## config.mk

```make
export PLATFORM = sky130hd
export DESIGN_NAME = tdpt_div
export DESIGN_NICKNAME = d
export VERILOG_FILES = /design/src/design/tdpt_pkg.sv /design/src/design/tdpt_div.sv
export SDC_FILE = /design/constraint.sdc
export NUM_CORES = 1
export LEC_CHECK = 0
export BUFFER_PORTS_ARGS = -buffer_cell sky130_fd_sc_hd__buf_4
export CAP_MARGIN = 20
export CORE_MARGIN = 1.5
export CORE_UTILIZATION = 56
export CTS_CLUSTER_DIAMETER = 40
export DETAILED_ROUTE_END_ITERATION = 8
export PLACE_DENSITY = 0.8
export SLEW_MARGIN = 10
export SYNTH_ARGS = -nofsm -noshare
export SYNTH_HDL_FRONTEND = slang
export SYNTH_SLANG_ARGS = --single-unit
```

## constraint.sdc

```tcl
create_clock -name clk -period 3.25 [get_ports clk]
set_input_delay 0.1625 -clock clk [delete_from_list [all_inputs] [get_ports clk]]
set_output_delay 0.1625 -clock clk [all_outputs]
set_load 0.01 [all_outputs]
```

## src/design/tdpt_pkg.sv

```systemverilog
// Shared constants for the trial-division primality tester.
package tdpt_pkg;

  localparam int DEF_VALUE_WIDTH = 32;

  // First candidate of the 6k-1 / 6k+1 wheel and the wheel step
  localparam int WHEEL_FIRST = 5;
  localparam int WHEEL_STEP  = 6;
  localparam int PAIR_GAP    = 2;

endpackage

```

## src/design/tdpt_div.sv

```systemverilog
// Bit-serial restoring divider: one quotient bit per cycle.
module tdpt_div import tdpt_pkg::*; #(
  parameter int VALUE_WIDTH = DEF_VALUE_WIDTH
) (
  input  logic                   clk,
  input  logic                   rst,
  input  logic                   start,
  input  logic [VALUE_WIDTH-1:0] dividend,
  input  logic [VALUE_WIDTH-1:0] divisor,
  output logic                   busy,
  output logic                   done,
  output logic [VALUE_WIDTH-1:0] quot,
  output logic [VALUE_WIDTH-1:0] rem
);

  localparam int CNT_W = $clog2(VALUE_WIDTH + 1);

  logic [VALUE_WIDTH-1:0] dvd;
  logic [VALUE_WIDTH-1:0] dsr;
  logic [CNT_W-1:0]       cnt;
  logic [VALUE_WIDTH:0]   rem_sh;
  logic [VALUE_WIDTH:0]   diff;

  // shift the next dividend bit into the partial remainder and trial-subtract
  assign rem_sh = {rem, dvd[VALUE_WIDTH-1]};
  assign diff   = rem_sh - {1'b0, dsr};

  always_ff @(posedge clk) begin
    if (rst) begin
      busy <= 1'b0;
      done <= 1'b0;
      cnt  <= '0;
    end else begin
      done <= 1'b0;
      if (start) begin
        busy <= 1'b1;
        cnt  <= CNT_W'(VALUE_WIDTH);
      end else if (busy) begin
        cnt <= cnt - CNT_W'(1);
        if (cnt == CNT_W'(1)) begin
          busy <= 1'b0;
          done <= 1'b1;
        end
      end
    end
  end

  always_ff @(posedge clk) begin
    if (start) begin
      dvd  <= dividend;
      dsr  <= divisor;
      rem  <= '0;
      quot <= '0;
    end else if (busy) begin
      dvd <= {dvd[VALUE_WIDTH-2:0], 1'b0};
      if (!diff[VALUE_WIDTH]) begin
        // no borrow: keep the difference
        rem  <= diff[VALUE_WIDTH-1:0];
        quot <= {quot[VALUE_WIDTH-2:0], 1'b1};
      end else begin
        rem  <= rem_sh[VALUE_WIDTH-1:0];
        quot <= {quot[VALUE_WIDTH-2:0], 1'b0};
      end
    end
  end

endmodule

```

==> results.md <==
* Fmax at 326.6 MHz
* WL final at 17320 µm
* Share of the synthesized area in the top cell type at 0.2697
* Critical Path AT at 3.38 ns
* Count leader, synth: nor2_1
* Port Buffer Count at 132
* RSZ-0062 raised after global routing: no
* Top_reg_cell synth: dfxtp_1
* Row cnt at 41
* Total track usage at 0.2628
* Root Buffer: clkbuf_16
* Register bit total from synthesis at 136
* Vias post-DR at 5839
* Starting Density at 0.5694
* Final ANT Viol Nets at 0
* Total leakage power at 4.026 nW
* Clk_lat worst skew at 0.42 ns
* Setup Skew at 0.01017 ns
* Core ar. at 12520 µm²
* Wire per inst at 16.61 µm
* Element type at the critical path start: flip-flop
* Pins Over Slew Limit at 0
* Area grow syn2layout at 29.34%
* CTS tree: built
* Postcts setup bufs at 0
* Final Hold Viols at 0
* P_sw at 1.161 mW
* Cell Int Power at 3.392 mW
* Clock sinks at 136
* Ys Warns at 0
* Grt ovf at 0
* Vias per inst at 5.598
* Sequential element share of the synthesized area at 0.4719
* # setup viols final at 0
* Clock-pin slew of the registers on the worst-case setup and hold paths at 0.06 ns
* Final period util at 0.9420
* Worst setup EP type: flip-flop
* Crit Path Max Fanout at 21
* Hold Path Class: input port to flip-flop
* Status: completed
* Initial antenna violation count at 0
* Synth cell types at 63
* Die Wd at 115.8 µm
* DP Wirelength at 11850 µm
* Clock power share at 0.412
* Post-route minimum period at 3.061 ns
* IO Pins at 133
* Number of global-route vias before repair at 5795
* Proportion of layout cells with a drive suffix above 1 at 0.2526
* Remaining DRCs at 0
* Comb pwr share at 0.157
* Diodes inserted at 0
* Setup_tns at 0 ns
* Synth area leader: edfxtp_1
* Slew HR at 0.4913
* H-tree Lvls at 4
* Crit Path Category: flip-flop to flip-flop
* Nets at 960
* Total CTS buffers at 17
* Die Span Y at 115.8 µm
* Placed Area at 8308 µm²
* Least-Margin Pin Slew at 0.7630 ns
* Sequential Power Share at 0.431
* Post-synth net total at 791
* FFs w/ async S/R, synth at 0
* First-pass GRT wire length at 27330 µm
* Commonest cells post-synth: 76 x nor2_1, 72 x dfxtp_1, 64 x edfxtp_1
* Top cells by area, synth: edfxtp_1 27%, dfxtp_1 20%, mux2i_1 7.2%, ha_1 6.0%, mux2_2 4.9%
* Switching fraction of total power at 0.2549
* Post-synth EDFFs at 64
* Largest net degree at the start of global routing at 53
* Max Root-Sink Buffers at 2
* DR iter-0 viols at 498
* Pre-Repair DR Iteration Count at 6
* Max VDD drop at 400.9 µV
* GPL Wtd Cong at 0.9950
* Post-Syn Area at 7127 µm²
* Pwr Density at 493.9 nW/µm²
* Gate Count Post-Synth at 689
* Fin area at 9218 µm²
* Max cap viols at 0
* Die area at 13410 µm²
* Syn Area/Cell at 10.34 µm²
* Req. time, crit path at 3.57 ns
path summary, 6_finish.rpt:
path	slack, ns	end	from	cells past startpoint
setup / recovery	0.19	rem[7]	dsr[0]	11
hold / removal	0.04	dvd[12]	dividend[12]	2
setup reg to reg	0.19	rem[7]	dsr[0]	11
hold reg to reg	0.50	cnt[0]	cnt[0]	2
worst max-delay path, cell delays in order (launching register included):
cell	delay (ns)
edfxtp_1	0.39
ha_1	0.23
fa_1	0.40
nand2b_1	0.17
a21oi_1	0.26
o211ai_2	0.16
a21oi_2	0.28
o22a_2	0.27
nand2_4	0.15
buf_12	0.23
mux2i_1	0.14
a211oi_1	0.28
state kept, by name (all words and copies together), names as in the netlist:
signal / count
dvd: 32
cnt: 6
done: 1
dsr: 32
busy: 1
rem: 32
quot: 32
cell usage in the layout (no fill, tap or decap), types with 6 or more instances in the layout:
cell type / count
a21o_1: 19
xnor2_1: 17
nand2b_1: 6
xor2_1: 13
a21oi_1: 32
nand3_1: 10
dfxtp_1: 71
a31oi_1: 6
edfxtp_1: 64
o21ai_0: 14
dlygate4sd3_1: 33
nor2_1: 76
nor3_1: 8
buf_4: 145
mux2_2: 31
nand2_1: 53
mux2i_1: 51
and3_1: 9
ha_1: 34
clkbuf_16: 19
o21ai_1: 10
o211ai_1: 6
a211oi_1: 18
inv_1: 41
what timing repair did:
action | in CTS | in global routing
gates resized for setup | 0 | 0
hold buffers | 33 | 0
hold endpoints to repair | 34 | 0
kinds of logic after synthesis:
kind of cell,Yosys count,synth area share
compound gates,147,0.1445
xor+xnor,30,0.03687
fa+ha+maj,35,0.06250
buf+inv,71,0.04372
flops,136,0.4719
mux,82,0.1206
simple gates,188,0.1199
final cells by class:
type	instances	area (µm²)
clock buffers	22	486.7
clock inverters	10	92.59
fillers	915	3299
inverters	41	153.9
multi-input cells	482	3452
flip-flops and latches	136	3367
well taps	172	215.2
repair buffers	180	1450
stage by stage:
stage | hold slack (ns) | setup slack, ns | cells | power [mW] | utilization
6_report | 0.03666 | 0.1886 | 1043 | 4.553 | 0.7364
5_1_grt | 0.02052 | 0.007458 | 1043 | 4.719 | 0.7364
4_1_cts | 0.02443 | 0.1769 | 1043 | 4.578 | 0.7364
3_5_place_dp | 0.3419 | 0.2472 | 978 | 2.666 | 0.6637
3_3_place_gp | 0.3406 | 0.3984 | 977 | 2.645 | 0.6628
2_1_floorplan | 0.2349 | 0.6782 | 689 | 2.443 | -
power by group through the flow:
stage	combinational (mW)	clock (mW)	sequential, mW
after floorplan	0.455	0	1.99
after global placement	0.650	0	1.99
after detailed placement	0.668	0	2.00
after CTS	0.707	1.91	1.96
after global routing	0.776	1.97	1.98
final	0.714	1.87	1.96
routing by layer:
metal,global-route usage,routed length [µm]
met1,0.3205,7296
met4,0.1073,325
met2,0.4286,8418
met3,0.08891,1283
met5,0,0
No activity file was read; power rests on OpenSTA's default activity.
